**src/sv/cbq_pkg.sv**
```systemverilog
// Package for the circular byte queue.
// Holds field widths, operation and outcome codes and the command type.
// No dependencies.
package cbq_pkg;

  localparam int DEPTH_DEFAULT = 64;

  localparam int KIND_W  = 2;
  localparam int VALUE_W = 8;
  localparam int OUTC_W  = 3;

  localparam logic [KIND_W-1:0] KIND_PUSH = 2'd0;
  localparam logic [KIND_W-1:0] KIND_POP  = 2'd1;
  localparam logic [KIND_W-1:0] KIND_LIST = 2'd2;

  localparam logic [OUTC_W-1:0] OUTC_PUSHED     = 3'd0;
  localparam logic [OUTC_W-1:0] OUTC_OVERFLOW   = 3'd1;
  localparam logic [OUTC_W-1:0] OUTC_POPPED     = 3'd2;
  localparam logic [OUTC_W-1:0] OUTC_UNDERFLOW  = 3'd3;
  localparam logic [OUTC_W-1:0] OUTC_LISTED     = 3'd4;
  localparam logic [OUTC_W-1:0] OUTC_LIST_EMPTY = 3'd5;

  typedef struct packed {
    logic [KIND_W-1:0]  op;
    logic [VALUE_W-1:0] value;
  } cmd_t;

endpackage

```
**src/sv/circular_byte_queue.sv**
```systemverilog
// Circular byte queue: a ring-buffer FIFO of DEPTH bytes driven by push, pop
// and list commands. A push writes the storage directly; a pop and a list
// read it through the registered read of the storage memory, and a list of N
// stored bytes streams one byte per cycle while the result is not stalled. A
// two-entry command queue sits between the decoding front end and the engine,
// so up to two further commands are taken while a list streams or a result
// waits. Storage is not cleared at reset; only entries written by a push are
// ever read. Items with an unused kind are taken and produce no result.
module circular_byte_queue #(
  parameter int DEPTH = cbq_pkg::DEPTH_DEFAULT
) (
  input  logic                         clk,
  input  logic                         rst,
  input  logic                         cmd_valid,
  output logic                         cmd_stall,
  input  logic [cbq_pkg::KIND_W-1:0]   kind,
  input  logic [cbq_pkg::VALUE_W-1:0]  push_value,
  output logic                         res_valid,
  input  logic                         res_stall,
  output logic [cbq_pkg::OUTC_W-1:0]   outcome,
  output logic [cbq_pkg::VALUE_W-1:0]  out_value,
  output logic                         last,
  output logic                         now_empty,
  output logic                         now_full
);
  import cbq_pkg::*;

  logic q_full;
  logic q_push;
  cmd_t q_in_cmd;
  logic q_not_empty;
  cmd_t q_head_cmd;
  logic q_pop;

  cbq_front u_front (
    .cmd_valid  (cmd_valid),
    .cmd_stall  (cmd_stall),
    .kind       (kind),
    .push_value (push_value),
    .q_full     (q_full),
    .q_push     (q_push),
    .q_cmd      (q_in_cmd)
  );

  cbq_cmd_fifo u_cmd_fifo (
    .clk       (clk),
    .rst       (rst),
    .push      (q_push),
    .push_cmd  (q_in_cmd),
    .full      (q_full),
    .not_empty (q_not_empty),
    .head_cmd  (q_head_cmd),
    .pop       (q_pop)
  );

  cbq_back #(
    .DEPTH (DEPTH)
  ) u_back (
    .clk       (clk),
    .rst       (rst),
    .q_valid   (q_not_empty),
    .q_cmd     (q_head_cmd),
    .q_pop     (q_pop),
    .outcome   (outcome),
    .out_value (out_value),
    .last      (last),
    .now_empty (now_empty),
    .now_full  (now_full),
    .res_valid (res_valid),
    .res_stall (res_stall)
  );

endmodule

```
**src/sv/cbq_front.sv**
```systemverilog
// Front end of the circular byte queue: accepts input items and decodes them.
// Items with an unused kind are dropped here. Depends on cbq_pkg.
module cbq_front (
  input  logic                         cmd_valid,
  output logic                         cmd_stall,
  input  logic [cbq_pkg::KIND_W-1:0]   kind,
  input  logic [cbq_pkg::VALUE_W-1:0]  push_value,
  input  logic                         q_full,
  output logic                         q_push,
  output cbq_pkg::cmd_t                q_cmd
);
  import cbq_pkg::*;

  logic known;

  always_comb begin
    case (kind)
      KIND_PUSH, KIND_POP, KIND_LIST: known = 1'b1;
      default:                        known = 1'b0;
    endcase
  end

  // An unknown item is still a transfer on the input side; it just never
  // reaches the command queue.
  assign cmd_stall    = q_full;
  assign q_push       = cmd_valid && !q_full && known;
  assign q_cmd.op     = kind;
  assign q_cmd.value  = (kind == KIND_PUSH) ? push_value : '0;

endmodule

```
**src/sv/cbq_cmd_fifo.sv**
```systemverilog
// Two-entry command queue between the front end and the execution engine.
// Depends on cbq_pkg for the command type.
module cbq_cmd_fifo (
  input  logic          clk,
  input  logic          rst,
  input  logic          push,
  input  cbq_pkg::cmd_t push_cmd,
  output logic          full,
  output logic          not_empty,
  output cbq_pkg::cmd_t head_cmd,
  input  logic          pop
);
  import cbq_pkg::*;

  cmd_t       entries [2];
  logic       wr_ptr;
  logic       rd_ptr;
  logic [1:0] count;

  assign full      = (count == 2'd2);
  assign not_empty = (count != 2'd0);
  assign head_cmd  = entries[rd_ptr];

  always_ff @(posedge clk) begin
    if (push) begin
      entries[wr_ptr] <= push_cmd;
    end
    if (rst) begin
      wr_ptr <= 1'b0;
      rd_ptr <= 1'b0;
      count  <= 2'd0;
    end else begin
      if (push) begin
        wr_ptr <= !wr_ptr;
      end
      if (pop) begin
        rd_ptr <= !rd_ptr;
      end
      case ({push, pop})
        2'b10:   count <= count + 2'd1;
        2'b01:   count <= count - 2'd1;
        default: count <= count;
      endcase
    end
  end

endmodule

```
**src/sv/cbq_back.sv**
```systemverilog
// Execution engine of the circular byte queue: ring storage, head and
// occupancy, list sequencing and the result register. Depends on cbq_pkg.
module cbq_back #(
  parameter int DEPTH = cbq_pkg::DEPTH_DEFAULT
) (
  input  logic                         clk,
  input  logic                         rst,
  input  logic                         q_valid,
  input  cbq_pkg::cmd_t                q_cmd,
  output logic                         q_pop,
  output logic [cbq_pkg::OUTC_W-1:0]   outcome,
  output logic [cbq_pkg::VALUE_W-1:0]  out_value,
  output logic                         last,
  output logic                         now_empty,
  output logic                         now_full,
  output logic                         res_valid,
  input  logic                         res_stall
);
  import cbq_pkg::*;

  localparam int AW = (DEPTH > 1) ? $clog2(DEPTH) : 1;
  localparam int CW = $clog2(DEPTH + 1);

  localparam logic ST_IDLE = 1'b0;
  localparam logic ST_READ = 1'b1;

  logic [VALUE_W-1:0] mem [DEPTH];
  logic [VALUE_W-1:0] rdata;

  logic          state, state_next;
  logic [AW-1:0] head, head_next;
  logic [CW-1:0] occ, occ_next;
  logic [AW-1:0] idx, idx_next;
  logic          cur_list, cur_list_next;

  logic               out_free;
  logic               out_load;
  logic [OUTC_W-1:0]  res_outcome;
  logic [VALUE_W-1:0] res_value;
  logic               res_last;
  logic [CW-1:0]      res_occ;

  logic               mem_we;
  logic [AW-1:0]      wr_addr;
  logic               rd_en;
  logic [AW-1:0]      rd_addr;
  logic               occ_full;
  logic               occ_zero;
  logic               list_end;

  function automatic logic [AW-1:0] ring(input logic [AW-1:0] base,
                                         input logic [AW-1:0] off);
    logic [AW:0] s;
    s = {1'b0, base} + {1'b0, off};
    if (s >= (AW+1)'(DEPTH)) begin
      s = s - (AW+1)'(DEPTH);
    end
    return s[AW-1:0];
  endfunction

  assign out_free = !res_valid || !res_stall;
  assign occ_full = (occ == CW'(DEPTH));
  assign occ_zero = (occ == '0);
  assign list_end = ((CW'(idx) + CW'(1)) == occ);

  always_comb begin
    state_next    = state;
    head_next     = head;
    occ_next      = occ;
    idx_next      = idx;
    cur_list_next = cur_list;
    q_pop         = 1'b0;
    out_load      = 1'b0;
    res_outcome   = OUTC_PUSHED;
    res_value     = '0;
    res_last      = 1'b1;
    res_occ       = occ;
    mem_we        = 1'b0;
    wr_addr       = ring(head, occ[AW-1:0]);
    rd_en         = 1'b0;
    rd_addr       = head;

    case (state)
      ST_IDLE: begin
        if (q_valid && out_free) begin
          q_pop = 1'b1;
          case (q_cmd.op)
            KIND_PUSH: begin
              out_load = 1'b1;
              if (occ_full) begin
                res_outcome = OUTC_OVERFLOW;
              end else begin
                mem_we      = 1'b1;
                occ_next    = occ + CW'(1);
                res_occ     = occ + CW'(1);
                res_outcome = OUTC_PUSHED;
                res_value   = q_cmd.value;
              end
            end
            KIND_POP: begin
              if (occ_zero) begin
                out_load    = 1'b1;
                res_outcome = OUTC_UNDERFLOW;
              end else begin
                rd_en         = 1'b1;
                cur_list_next = 1'b0;
                state_next    = ST_READ;
              end
            end
            KIND_LIST: begin
              if (occ_zero) begin
                out_load    = 1'b1;
                res_outcome = OUTC_LIST_EMPTY;
              end else begin
                rd_en         = 1'b1;
                idx_next      = '0;
                cur_list_next = 1'b1;
                state_next    = ST_READ;
              end
            end
            default: begin
            end
          endcase
        end
      end
      ST_READ: begin
        // The registered read data is held until the result slot frees up.
        if (out_free) begin
          out_load  = 1'b1;
          res_value = rdata;
          if (!cur_list) begin
            res_outcome = OUTC_POPPED;
            occ_next    = occ - CW'(1);
            res_occ     = occ - CW'(1);
            head_next   = (occ == CW'(1)) ? '0 : ring(head, AW'(1));
            state_next  = ST_IDLE;
          end else begin
            res_outcome = OUTC_LISTED;
            res_last    = list_end;
            if (list_end) begin
              state_next = ST_IDLE;
            end else begin
              rd_en    = 1'b1;
              rd_addr  = ring(head, idx + AW'(1));
              idx_next = idx + AW'(1);
            end
          end
        end
      end
      default: begin
        state_next = ST_IDLE;
      end
    endcase
  end

  always_ff @(posedge clk) begin
    if (mem_we) begin
      mem[wr_addr] <= q_cmd.value;
    end
    if (rd_en) begin
      rdata <= mem[rd_addr];
    end
  end

  always_ff @(posedge clk) begin
    if (out_load) begin
      outcome   <= res_outcome;
      out_value <= res_value;
      last      <= res_last;
      now_empty <= (res_occ == '0);
      now_full  <= (res_occ == CW'(DEPTH));
    end
    idx      <= idx_next;
    cur_list <= cur_list_next;
    if (rst) begin
      state     <= ST_IDLE;
      head      <= '0;
      occ       <= '0;
      res_valid <= 1'b0;
    end else begin
      state <= state_next;
      head  <= head_next;
      occ   <= occ_next;
      if (out_load) begin
        res_valid <= 1'b1;
      end else if (!res_stall) begin
        res_valid <= 1'b0;
      end
    end
  end

endmodule

```
**config.mk**
```make
export PLATFORM = sky130hd
export DESIGN_NAME = circular_byte_queue
export DESIGN_NICKNAME = d
export VERILOG_FILES = /design/src/sv/cbq_pkg.sv /design/src/sv/circular_byte_queue.sv /design/src/sv/cbq_front.sv /design/src/sv/cbq_cmd_fifo.sv /design/src/sv/cbq_back.sv
export SDC_FILE = /design/constraint.sdc
export NUM_CORES = 1
export LEC_CHECK = 0
export BUFFER_PORTS_ARGS = -buffer_cell sky130_fd_sc_hd__buf_2
export CORE_ASPECT_RATIO = 1.1
export CORE_MARGIN = 8
export CORE_UTILIZATION = 60
export CTS_CLUSTER_SIZE = 12
export DETAILED_ROUTE_END_ITERATION = 12
export PLACE_DENSITY = 0.76
export SYNTH_ARGS = -nofsm -noshare
export SYNTH_HDL_FRONTEND = slang
export SYNTH_SLANG_ARGS = --single-unit
```
**constraint.sdc**
```tcl
create_clock -name clk -period 5.5 [get_ports clk]
set_input_delay 0 -clock clk [delete_from_list [all_inputs] [get_ports clk]]
set_output_delay 0 -clock clk [all_outputs]
set_load 0.02 [all_outputs]
```
==> impl_metrics.py <==
metrics = {
    "run_status": {
        "status": "finished, final reports clean",
    },
    "synth": {
        "synth-simple-area-share_pct": 12.30,
        "postSynthCellCount": 1756,
        "synthXorXnorAreaFrac_pct": 1.584,
        "netlist_area_um2": 24100,
        "synth_area_leaders": "edfxtp_1, nand2_1, mux2i_1, a32oi_1, a21oi_1",
        "synth_edf_count": 561,
        "synth_top_area_cell": "edfxtp_1",
        "synthAdderAreaFrac_pct": 1.257,
        "yosys.area.top_type_share_pct": 69.91,
        "syn_avg_cell_area_um2": 13.72,
        "seq_area_frac_synth_pct": 71.57,
        "synth_mux_area_share_pct": 3.209,
        "synth_top_flop_cell": "edfxtp_1",
        "yosysUniqueCellTypes": 69,
        "synth_top_family_by_area": "simple AND/OR/NAND/NOR gates",
        "yosysWarnings": 0,
        "syn-num-nets": 1793,
        "yosys_register_bits": 581,
        "synth_compound_area_share_pct": 7.285,
        "ys_async_sr_fraction_pct": 0,
    },
    "power_and_ir_drop": {
        "leakage_nw": 9.332,
        "peakVddDrop_mv": 0.2510,
        "power.density_nw_per_um2": 388.6,
    },
    "floorplan": {
        "io_pins": 30,
        "dieArea_um2": 46840,
        "row_count": 77,
        "die_h_um": 226.2,
        "dieWidth_um": 207.1,
        "start_util_pct": 60.41,
        "coreArea_um2": 39890,
    },
    "sta": {
        "max_freq_ghz": 0.2145,
        "setup_violations": 0,
        "slew_headroom_pct": 32.04,
        "slew_viol_final": 0,
        "fin_ws_ns": 0.8383,
        "finalCritPeriodShare_pct": 84.76,
        "worstMarginPinSlew_ns": 1.016,
        "rsz0062_at_grt": "false",
        "finalHoldViolations": 0,
        "whs_ns": 0.1850,
        "fin_skew_ns": 0.02010,
        "finalCriticalPeriod_ns": 4.662,
        "fin_setup_tns_ns": 0,
    },
    "global_route": {
        "overflow": 0,
        "grt_max_degree": 85,
        "grt_pass1_wl_mm": 86.64,
        "track_usage_pct": 24.03,
        "grt_pass1_vias": 14530,
        "antenna_found_initial": 1,
    },
    "setup_path": {
        "crit_path_end_kind": "flip-flop",
        "criticalPathCategory": "reg2reg",
        "crit_fanout": 44,
        "critPathArrivalTime_ns": 4.98,
        "cp.required_ns": 5.82,
        "crit_path_start_kind": "flip-flop",
    },
    "placed_design": {
        "io_buffers": 29,
        "place_area_um2": 24560,
        "dp_slack_ns": 0.8824,
        "routabilityCongestion": 0.8772,
        "placed_cells": 2241,
        "hpwlAfterDp_mm": 34.56,
    },
    "drt": {
        "routed_wl_mm": 57.16,
        "vias": 14920,
        "post_drt_wl_per_cell_um": 24.44,
        "first_iter_violations": 1787,
        "drtPass1Iterations": 7,
        "drc": 0,
        "vias_per_cell": 6.378,
        "ant_nets": 0,
    },
    "cts": {
        "post_cts_buffers": 0,
        "path_clk_slew_ns": 0.07,
        "clock-sinks": 581,
        "cts_tree": "yes",
        "clockBufferDepth": 3,
        "h-tree-depth": 2,
        "numCtsBuffers": 57,
        "root_buffer": "clkbuf_16",
        "insertion_delay_ns": 0.60,
    },
    "finish": {
        "drive_above_1_share_pct": 8.708,
        "finalNetCount": 1837,
        "antennaDiodeCount": 0,
        "n_fill_cell": 2754,
        "layout_common_cells": "edfxtp_1, nand2_1, nor2_1",
        "fin_area_um2": 26350,
        "final_common_cell": "edfxtp_1",
        "areaGrowthSynthToFinish_pct": 9.346,
        "fin_cells": 2339,
    },
    "min_path": {
        "hold_class": "in2reg",
    },
    "job": {
        "cap_viol_max_count": 0,
    },
}
==> state kept, by name, summed over array words and instances, names as in the netlist, 3 cells and up, named ones only <==
name and count:
u_back.idx 6, u_back.rdata 8, u_back.head 6, u_back.out_value 8, u_back.occ 7, u_cmd_fifo.entries 20, u_back.mem 512, u_back.outcome 3
==> synthesized netlist by cell type, types with 13 or more instances <==
cell        n
xnor2_1    25
nand2_1   423
mux2i_1    66
dfxtp_1    20
inv_1      13
a21oi_1    86
edfxtp_1  561
clkbuf_1   18
buf_2      35
and4_1     26
a32oi_1    61
xor2_1     14
nand3_1    51
and2_1     21
ha_1       21
nor2_1     95
a31oi_1    62
==> cell type report <==
type / instances / area [um2] / area share [%]
clock inverters: 10 / 127.6 / 0.4844
flip-flops and latches: 581 / 17250 / 65.45
inverters: 14 / 55.05 / 0.2089
well taps: 513 / 641.9 / 2.436
repair buffers: 76 / 555.5 / 2.108
multi-input cells: 1070 / 6187 / 23.48
clock buffers: 75 / 1535 / 5.826
==> kinds of logic after synthesis <==
logic type               Yosys count
buffers and inverters            105
AND/OR/NAND/NOR                  674
AO/OA/AOI/OAI                    257
adder cells (fa/ha/maj)           23
flip-flops                       581
XOR/XNOR                          41
multiplexers                      75
==> path summary, 6_finish.rpt <==
| check | slack (ns) | to | cells past startpoint | from |
|---|---|---|---|---|
| worst max register to register | 0.84 | u_back.rdata[3] | 12 | u_back.state |
| worst max-delay path | 0.84 | u_back.rdata[3] | 12 | u_back.state |
| worst min register to register | 0.52 | u_cmd_fifo.count[1] | 2 | u_cmd_fifo.count[1] |
| worst min-delay path | 0.19 | u_cmd_fifo.entries[0][9] | 2 | kind[1] |
==> report_power, final <==
| part | leakage, nW | total [mW] | switching, mW | internal [mW] |
|---|---|---|---|---|
| clock network | 0.803 | 3.58 | 1.56 | 2.03 |
| registers | 5.24 | 5.35 | 0.0657 | 5.29 |
| logic | 3.29 | 1.30 | 0.974 | 0.327 |
==> through the flow <==
| step | utilization (%) | power [mW] |
|---|---|---|
| global route | 66.06 | 10.52 |
| finish | 66.06 | 10.24 |
| CTS | 66.06 | 10.25 |
| detailed placement | 61.57 | 6.737 |
| global placement | 61.57 | 6.689 |
| floorplan | - | 6.225 |
==> routing by layer <==
layer | global-route usage [%] | wire length [um]
met1 | 31.31 | 21870
met2 | 39.94 | 27410
met3 | 4.067 | 5478
met4 | 10.22 | 2390
met5 | 0 | 13
==> timing repair <==
action	CTS	global route
hold buffers	13	0
resized for setup	0	0
endpoints found under the hold margin	34	0
==> worst max-delay path: stages (launching register included) <==
cell and delay, ns:
dfxtp_1 0.77, a21boi_0 0.25, buf_4 0.19, nand2_1 0.15, and2_1 0.20, a41oi_1 0.30
and2_4 0.66, buf_12 0.33, buf_4 0.37, mux2i_1 0.29, a32oi_1 0.09, a31oi_1 0.53
nand4_1 0.15
No activity file was read; power rests on OpenSTA's default activity.
